--- config.mk ---
export PLATFORM = sky130hd
export DESIGN_NAME = windowed_rms_current_meter
export DESIGN_NICKNAME = d
export VERILOG_FILES = /design/src/hdl/wrms_pkg.sv /design/src/hdl/wrms_dsu.sv /design/src/hdl/windowed_rms_current_meter.sv
export SDC_FILE = /design/constraint.sdc
export NUM_CORES = 2
export LEC_CHECK = 0
export BUFFER_PORTS_ARGS = -buffer_cell sky130_fd_sc_hd__buf_2
export CORE_ASPECT_RATIO = 0.5
export CORE_MARGIN = 2
export CORE_UTILIZATION = 60
export DETAILED_ROUTE_END_ITERATION = 8
export PLACE_DENSITY = 0.86
export RECOVER_POWER = 100
export SYNTH_ARGS = -nofsm -noshare
export SYNTH_HDL_FRONTEND = slang
export SYNTH_SLANG_ARGS = --single-unit
--- constraint.sdc ---
create_clock -name i_clk -period 11.5 [get_ports i_clk]
set_input_delay 1.725 -clock i_clk [delete_from_list [all_inputs] [get_ports i_clk]]
set_output_delay 1.725 -clock i_clk [all_outputs]
set_load 0.005 [all_outputs]
--- src/hdl/wrms_pkg.sv ---
// ----------------------------------------------------------------------------
// Windowed RMS current meter package
// Fixed widths, register indexes, reset values and inter-module structs.
// ----------------------------------------------------------------------------
`default_nettype none

package wrms_pkg;

    // field and register widths
    localparam int ZERO_W    = 16;
    localparam int WLEN_W    = 9;
    localparam int GAIN_W    = 16;
    localparam int OUT_W     = 20;
    localparam int CFG_W     = 20;
    localparam int CFG_IDX_W = 2;

    // accumulator and root datapath
    localparam int SUM_W     = 48;
    localparam int ROOT_W    = SUM_W / 2;
    localparam int ALU_W     = ROOT_W + 2;
    localparam int STEP_W    = $clog2(SUM_W);
    localparam int PROD_W    = ROOT_W + GAIN_W;

    // fixed-point scaling
    localparam int Q4_SHIFT   = 4;
    localparam int FRAC_BITS  = 12;
    localparam int ROUND_HALF = 1 << (FRAC_BITS - 1);

    localparam logic [OUT_W-1:0] OUT_MAX = '1;
    localparam logic [SUM_W-1:0] SUM_MAX = '1;

    // register indexes
    localparam logic [CFG_IDX_W-1:0] REG_ZERO_OFFSET   = 2'd0;
    localparam logic [CFG_IDX_W-1:0] REG_WINDOW_LENGTH = 2'd1;
    localparam logic [CFG_IDX_W-1:0] REG_GAIN          = 2'd2;
    localparam logic [CFG_IDX_W-1:0] REG_NOISE_FLOOR   = 2'd3;

    // register reset values
    localparam logic [ZERO_W-1:0] RST_ZERO_OFFSET   = 16'd20248;
    localparam logic [WLEN_W-1:0] RST_WINDOW_LENGTH = 9'd80;
    localparam logic [GAIN_W-1:0] RST_GAIN          = 16'd6150;
    localparam logic [OUT_W-1:0]  RST_NOISE_FLOOR   = 20'd260;

    // sequencer to divide/root unit
    typedef struct packed {
        logic start;
    } t_dsu_ctl;

    // divide/root unit to sequencer
    typedef struct packed {
        logic done;
    } t_dsu_sts;

endpackage

`default_nettype wire

--- src/hdl/wrms_dsu.sv ---
// ----------------------------------------------------------------------------
// Shared divide / square-root unit
// One subtract-compare datapath, first a restoring divide of the window sum
// by the window length (one quotient bit a cycle), then a digit-by-digit
// integer square root of the quotient (one root bit a cycle).
// ----------------------------------------------------------------------------
`default_nettype none

module wrms_dsu
    import wrms_pkg::*;
#(
    parameter int LEN_W = 9
) (
    input  wire logic              i_clk,
    input  wire logic              i_rst_n,
    input  wire t_dsu_ctl          i_ctl,
    input  wire logic [SUM_W-1:0]  i_dividend,
    input  wire logic [LEN_W-1:0]  i_divisor,
    output t_dsu_sts               o_sts,
    output logic [ROOT_W-1:0]      o_root
);

    localparam logic [1:0] S_IDLE = 2'd0;
    localparam logic [1:0] S_DIV  = 2'd1;
    localparam logic [1:0] S_SQRT = 2'd2;

    localparam logic [STEP_W-1:0] DIV_LAST  = STEP_W'(SUM_W - 1);
    localparam logic [STEP_W-1:0] SQRT_LAST = STEP_W'(ROOT_W - 1);

    logic [1:0]        r_state;
    logic              r_done;
    logic [STEP_W-1:0] r_step;
    logic [SUM_W-1:0]  r_work;
    logic [ALU_W-1:0]  r_rem;
    logic [ROOT_W-1:0] r_root;

    logic [ALU_W-1:0]  w_alu_a;
    logic [ALU_W-1:0]  w_alu_b;
    logic [ALU_W:0]    w_diff;
    logic              w_ge;

    // operand select for the shared subtractor
    always_comb begin
        if (r_state == S_SQRT) begin
            w_alu_a = {r_rem[ALU_W-3:0], r_work[SUM_W-1 -: 2]};
            w_alu_b = {r_root, 2'b01};
        end else begin
            w_alu_a = {r_rem[ALU_W-2:0], r_work[SUM_W-1]};
            w_alu_b = ALU_W'(i_divisor);
        end
        w_diff = {1'b0, w_alu_a} - {1'b0, w_alu_b};
        w_ge   = ~w_diff[ALU_W];
    end

    always_ff @(posedge i_clk) begin
        if (!i_rst_n) begin
            r_state <= S_IDLE;
            r_done  <= 1'b0;
            r_step  <= '0;
        end else begin
            unique case (r_state)
                S_IDLE: begin
                    r_done <= 1'b0;
                    if (i_ctl.start) begin
                        r_state <= S_DIV;
                        r_step  <= '0;
                    end
                end
                S_DIV: begin
                    if (r_step == DIV_LAST) begin
                        r_state <= S_SQRT;
                        r_step  <= '0;
                    end else begin
                        r_step <= r_step + 1'b1;
                    end
                end
                S_SQRT: begin
                    if (r_step == SQRT_LAST) begin
                        r_state <= S_IDLE;
                        r_done  <= 1'b1;
                        r_step  <= '0;
                    end else begin
                        r_step <= r_step + 1'b1;
                    end
                end
                default: begin
                    r_state <= S_IDLE;
                end
            endcase
        end
    end

    // datapath: work register holds dividend, then quotient, then root input
    always_ff @(posedge i_clk) begin
        case (r_state)
            S_IDLE: begin
                if (i_ctl.start) begin
                    r_work <= i_dividend;
                    r_rem  <= '0;
                    r_root <= '0;
                end
            end
            S_DIV: begin
                r_work <= {r_work[SUM_W-2:0], w_ge};
                if (r_step == DIV_LAST) begin
                    r_rem <= '0;
                end else begin
                    r_rem <= w_ge ? w_diff[ALU_W-1:0] : w_alu_a;
                end
            end
            S_SQRT: begin
                r_work <= {r_work[SUM_W-3:0], 2'b00};
                r_rem  <= w_ge ? w_diff[ALU_W-1:0] : w_alu_a;
                r_root <= {r_root[ROOT_W-2:0], w_ge};
            end
            default: begin
                r_work <= r_work;
            end
        endcase
    end

    assign o_sts.done = r_done;
    assign o_root     = r_root;

endmodule

`default_nettype wire

--- src/hdl/windowed_rms_current_meter.sv ---
// ----------------------------------------------------------------------------
// Windowed RMS current meter
// Accumulates squared offset-corrected ADC samples and reports the RMS
// current in milliamps once per window.
// ----------------------------------------------------------------------------
// Each accepted sample (one transaction on the input channel) is turned into
// |zero_offset - sample*16|, squared and added to a saturating 48-bit sum.
// A sample that does not close the window passes through difference, square
// and add; the block drops o_in_ready for that time. The sample that closes
// the window also starts the shared divide/root unit: a restoring divide by
// the effective window length, a square root, then handoff, gain multiply and
// output formatting, plus any wait for the output register to be taken. The
// result sits in an output register, so the next sample may be accepted while
// it waits. Window length 0 acts as 1 and lengths above MAX_WINDOW act as
// MAX_WINDOW. Write configuration only while the block is idle.
// ----------------------------------------------------------------------------
`default_nettype none

module windowed_rms_current_meter
    import wrms_pkg::*;
#(
    parameter int SAMPLE_BITS = 12,
    parameter int MAX_WINDOW  = 256
) (
    input  wire logic                   i_clk,
    input  wire logic                   i_rst_n,
    // configuration write port
    input  wire logic                   i_cfg_we,
    input  wire logic [CFG_IDX_W-1:0]   i_cfg_idx,
    input  wire logic [CFG_W-1:0]       i_cfg_wdata,
    // sample channel
    input  wire logic                   i_in_valid,
    output logic                        o_in_ready,
    input  wire logic [SAMPLE_BITS-1:0] i_sample,
    // result channel
    output logic                        o_out_valid,
    input  wire logic                   i_out_ready,
    output logic [OUT_W-1:0]            o_rms_ma
);

    localparam int MAG_W = (SAMPLE_BITS + Q4_SHIFT > ZERO_W) ?
                           (SAMPLE_BITS + Q4_SHIFT) : ZERO_W;
    localparam int SQ_W  = 2 * MAG_W;
    localparam int LEN_W = $clog2(MAX_WINDOW + 1);
    localparam int MA_W  = PROD_W + 1 - FRAC_BITS;

    localparam logic [2:0] S_IDLE = 3'd0;
    localparam logic [2:0] S_SQR  = 3'd1;
    localparam logic [2:0] S_ACC  = 3'd2;
    localparam logic [2:0] S_ROOT = 3'd3;
    localparam logic [2:0] S_MUL  = 3'd4;
    localparam logic [2:0] S_FIN  = 3'd5;

    // configuration registers
    logic [ZERO_W-1:0] r_zero_offset;
    logic [WLEN_W-1:0] r_window_length;
    logic [GAIN_W-1:0] r_gain;
    logic [OUT_W-1:0]  r_noise_floor;

    // sequencer and window state
    logic [2:0]        r_state;
    logic [2:0]        n_state;
    logic [LEN_W-1:0]  r_count;
    logic [LEN_W-1:0]  n_count;
    logic [SUM_W-1:0]  r_sum;
    logic [SUM_W-1:0]  n_sum;
    logic              r_out_valid;
    logic [OUT_W-1:0]  r_rms_ma;

    // datapath registers
    logic [MAG_W-1:0]  r_mag;
    logic [SQ_W-1:0]   r_sq;
    logic [PROD_W-1:0] r_prod;

    logic [LEN_W-1:0]  w_len;
    logic [MAG_W-1:0]  w_zero_ext;
    logic [MAG_W-1:0]  w_scaled;
    logic [SUM_W:0]    w_sum_add;
    logic              w_close;
    logic [PROD_W:0]   w_round;
    logic [MA_W-1:0]   w_ma_full;
    logic [OUT_W-1:0]  w_ma_sat;
    logic [OUT_W-1:0]  w_ma;
    logic              w_in_acc;
    logic              w_out_load;

    t_dsu_ctl          w_dsu_ctl;
    t_dsu_sts          w_dsu_sts;
    logic [ROOT_W-1:0] w_root;

    // Effective window length: zero acts as one, clamp at MAX_WINDOW.
    always_comb begin
        if (r_window_length == '0) begin
            w_len = LEN_W'(1);
        end else if (32'(r_window_length) > MAX_WINDOW) begin
            w_len = LEN_W'(MAX_WINDOW);
        end else begin
            w_len = LEN_W'(r_window_length);
        end
    end

    // Configuration writes; the two-bit index selects one of the four registers.
    always_ff @(posedge i_clk) begin
        if (!i_rst_n) begin
            r_zero_offset   <= RST_ZERO_OFFSET;
            r_window_length <= RST_WINDOW_LENGTH;
            r_gain          <= RST_GAIN;
            r_noise_floor   <= RST_NOISE_FLOOR;
        end else if (i_cfg_we) begin
            unique case (i_cfg_idx)
                REG_ZERO_OFFSET:   r_zero_offset   <= i_cfg_wdata[ZERO_W-1:0];
                REG_WINDOW_LENGTH: r_window_length <= i_cfg_wdata[WLEN_W-1:0];
                REG_GAIN:          r_gain          <= i_cfg_wdata[GAIN_W-1:0];
                REG_NOISE_FLOOR:   r_noise_floor   <= i_cfg_wdata[OUT_W-1:0];
                default: begin
                end
            endcase
        end
    end

    assign o_in_ready = (r_state == S_IDLE);
    assign w_in_acc   = i_in_valid & o_in_ready;

    // Absolute difference between the zero level and the Q4 sample.
    assign w_zero_ext = MAG_W'(r_zero_offset);
    assign w_scaled   = MAG_W'({i_sample, {Q4_SHIFT{1'b0}}});

    always_ff @(posedge i_clk) begin
        if (w_in_acc) begin
            r_mag <= (w_zero_ext >= w_scaled) ? (w_zero_ext - w_scaled)
                                              : (w_scaled - w_zero_ext);
        end
        if (r_state == S_SQR) begin
            r_sq <= r_mag * r_mag;
        end
        if (r_state == S_MUL) begin
            r_prod <= w_root * r_gain;
        end
    end

    // Saturating accumulate and window close decision.
    always_comb begin
        w_sum_add = {1'b0, r_sum} + (SUM_W + 1)'(r_sq);
        n_sum     = w_sum_add[SUM_W] ? SUM_MAX : w_sum_add[SUM_W-1:0];
        n_count   = r_count + 1'b1;
        w_close   = (n_count >= w_len);
    end

    // Hand the closed window sum straight to the divide/root unit.
    assign w_dsu_ctl.start = (r_state == S_ACC) && w_close;

    wrms_dsu #(
        .LEN_W (LEN_W)
    ) u_dsu (
        .i_clk      (i_clk),
        .i_rst_n    (i_rst_n),
        .i_ctl      (w_dsu_ctl),
        .i_dividend (n_sum),
        .i_divisor  (w_len),
        .o_sts      (w_dsu_sts),
        .o_root     (w_root)
    );

    // Round to whole milliamps, saturate, then apply the noise floor.
    always_comb begin
        w_round   = {1'b0, r_prod} + (PROD_W + 1)'(ROUND_HALF);
        w_ma_full = w_round[PROD_W:FRAC_BITS];
        w_ma_sat  = (w_ma_full > MA_W'(OUT_MAX)) ? OUT_MAX : w_ma_full[OUT_W-1:0];
        w_ma      = (w_ma_sat < r_noise_floor) ? '0 : w_ma_sat;
    end

    // Output register may load only when empty or being drained.
    assign w_out_load = (r_state == S_FIN) && (!r_out_valid || i_out_ready);

    always_comb begin
        n_state = r_state;
        unique case (r_state)
            S_IDLE: if (w_in_acc) n_state = S_SQR;
            S_SQR:  n_state = S_ACC;
            S_ACC:  n_state = w_close ? S_ROOT : S_IDLE;
            S_ROOT: if (w_dsu_sts.done) n_state = S_MUL;
            S_MUL:  n_state = S_FIN;
            S_FIN:  if (w_out_load) n_state = S_IDLE;
            default: n_state = S_IDLE;
        endcase
    end

    always_ff @(posedge i_clk) begin
        if (!i_rst_n) begin
            r_state     <= S_IDLE;
            r_count     <= '0;
            r_sum       <= '0;
            r_out_valid <= 1'b0;
        end else begin
            r_state <= n_state;
            if (r_state == S_ACC) begin
                // clear the window when it closes, otherwise advance it
                r_count <= w_close ? '0 : n_count;
                r_sum   <= w_close ? '0 : n_sum;
            end
            if (w_out_load) begin
                r_out_valid <= 1'b1;
            end else if (i_out_ready) begin
                r_out_valid <= 1'b0;
            end
        end
    end

    always_ff @(posedge i_clk) begin
        if (w_out_load) begin
            r_rms_ma <= w_ma;
        end
    end

    assign o_out_valid = r_out_valid;
    assign o_rms_ma    = r_rms_ma;

endmodule

`default_nettype wire

==> out/metrics.yaml <==
finalPower_mw: 12.78
power_leakage_nw: 18.14
post_cts_buffers: 0
final_cell_mix: "685 x inv_1, 560 x nand2_1, 473 x fa_1, 323 x ha_1, 219 x and2_1"
syn_area_um2: 37910
numCtsBuffers: 35
synth_area_leaders: "fa_1 25%, edfxtp_1 15%, ha_1 11%"
synth-seq-cells: 324
cts_resized: 0
synth_top_area_share_pct: 24.98
critPathKind: "register to register"
status: "complete, but fails checks"
min_period_ns: 8.920
skew_ns: 0.02117
grt_pass1_vias: 30190
die-height_um: 181.7
cts.clk_slew.worst_paths_ns: 0.06
violations: "max-capacitance violations, max-slew violations"
cts_tree: "built"
postRouteWirelength_um: 92660
syn_nets: 4985
fill_cells: 5127
tightest_slew_ns: 3.422
finalHoldViolCount: 0
max_slew_margin_pct: -128.1
grt_pass1_wl_um: 154000
async_flop_share_pct: 0
path_max_fanout: 25
period_share_pct: 77.56
final_common_cell: "inv_1"
htree_levels: 2
place_ws_ns: 4.232
arrival_ns: 9.22
antenna_found_initial: 4
drt_iter0_markers: 2445
fin_hold_ws_ns: 0.4615
dp_hpwl_um: 70570
syn2layout_area_growth_pct: 4.733
dieWidth_um: 359.5
netlist_instances: 4149
crit_path_end_kind: "register"
grt_max_degree: 64
vias_per_cell: 5.905
avgRoutedWirePerCell_um: 18.71
cts.sinks: 324
die_area_um2: 65330
yosysSeqAreaShare_pct: 22.21
clk_latency_ns: 0.56
clk_path_buf_depth: 3
p_per_area_nw_per_um2: 321.9
drv_cap: 10
dr_total_vias: 29250
dp_cells: 4887
synth_flop_cell: "edfxtp_1"
syn_area_per_cell_um2: 9.137
layout.cells.non_filler: 4953
crit_required_ns: 11.80
fmax_ghz: 0.1121
ios: 61
port_buffers: 60
start_util_pct: 60.38
drtAntennaViolNets: 0
drcViolationCount: 0
drv_slew: 369
grtUsageTotal_pct: 29.10
ir_worst_vdd_mv: 1.074
cts_root_buf: "clkbuf_16"
final_nets: 4923
finalWorstSetupSlack_ns: 2.580
rsz0062_at_grt: "no"
routabilityCongestion: 0.9300
worst_setup_path_start_kind: "register"
drive_gt1_share_pct: 3.745
core_area_um2: 62790
yosys_warnings: 0
rows: 65
holdCritPathClass: "register to register"
yosysTopAreaCell: "fa_1"
synthDistinctLibCells: 87
synth-edff-count: 193
cts_hold_buffers: 0
grt_overflow: 0
setup_tns_ns: 0
setup_viol: 0
drtPass1Iterations: 6
==> path summary, 6_finish.rpt <==
check	depth (start not counted)	from	end	slack, ns
setup / recovery	18	r_gain[3]$_SDFFE_PN0P_	r_prod[38]$_DFFE_PP_	2.58
hold / removal	1	r_sum[13]$_SDFFE_PN0N_	r_sum[13]$_SDFFE_PN0N_	0.46
setup reg to reg	18	r_gain[3]$_SDFFE_PN0P_	r_prod[38]$_DFFE_PP_	2.58
hold reg to reg	1	r_sum[13]$_SDFFE_PN0N_	r_sum[13]$_SDFFE_PN0N_	0.46
==> synthesized netlist by cell type (6+ instances only) <==
cell type  instances
inv_1            685
nand2_1          560
fa_1             473
ha_1             324
and2_1           248
edfxtp_1         193
a21oi_1          174
nor2_1           159
clkbuf_1         158
dfxtp_1          131
o21ai_0          103
xnor2_1           94
a21o_1            78
a22oi_1           66
xor2_1            66
nand3_1           65
a21boi_0          60
and3_1            42
nor2b_1           35
nor3_1            34
mux2_2            29
mux2i_1           29
o21a_1            25
nand4_1           23
o211ai_1          23
a221oi_1          22
a211oi_1          18
a31oi_1           18
nand2b_1          16
o21bai_1          15
and4_1            14
buf_2             12
o21ai_1           11
or3_1             10
nand3b_1           9
nor4_1             8
o31ai_1            7
a31o_2             6
==> logic make-up after synthesis <==
group	synth area share, %
AND/OR/NAND/NOR	15.73
buffers and inverters	8.614
adder cells (fa/ha/maj)	35.67
AO/OA/AOI/OAI	12.45
flip-flops	22.21
XOR/XNOR	3.697
multiplexers	1.627
==> stage by stage <==
step | util (%) | cell area, um2
floorplan | - | 37910
CTS | 63.47 | 39850
detailed placement | 61.71 | 38740
global placement | 61.71 | 38740
finish | 63.24 | 39700
global route | 63.24 | 39700
==> final cells by class <==
type                    instances  area, um2  area share, %
repair buffers                 78      366.6         0.9234
clock buffers                  48       1008          2.540
diodes                          4      10.01        0.02521
clock inverters                14      97.59         0.2458
flip-flops and latches        324       8418          21.20
inverters                     686       2575          6.486
well taps                     837       1047          2.638
multi-input cells            2962      26180          65.94
==> critical path: stages, from the launching register on <==
cell,delay [ns]
dfxtp_1,1.09
nand2_1,0.20
fa_1,0.61
fa_1,0.44
fa_1,0.48
fa_1,0.51
inv_1,0.06
fa_1,0.53
inv_1,0.06
fa_1,0.53
inv_1,0.06
ha_1,0.23
a2111oi_0,1.72
a2111oi_0,0.73
o2111ai_2,0.36
o211ai_1,0.26
or4_1,0.48
and2_0,0.16
xor2_1,0.14
==> power by group <==
part           internal [mW]  total [mW]  leakage (nW)  switching [mW]
Clock                  0.637        1.13         0.536           0.497
Combinational           4.07        9.64          14.8            5.57
Sequential              1.86        2.00          2.81           0.141
Total                   6.57        12.8          18.1            6.21
==> per-layer routing <==
layer / part of all wire (%) / GRT usage (%)
met1: 41 / 38.30
met2: 48 / 48.74
met3: 7.0 / 3.907
met4: 4.2 / 12.47
met5: 0 / 0
==> state kept, by name, summed over array words and instances (netlist names), 20 cells and up <==
signal	cells
o_rms_ma	20
r_noise_floor	20
r_prod	29
r_sq	31
r_sum	48
u_dsu.o_root	24
u_dsu.r_rem	25
u_dsu.r_work	48
Power figures use the tool's default switching activity.
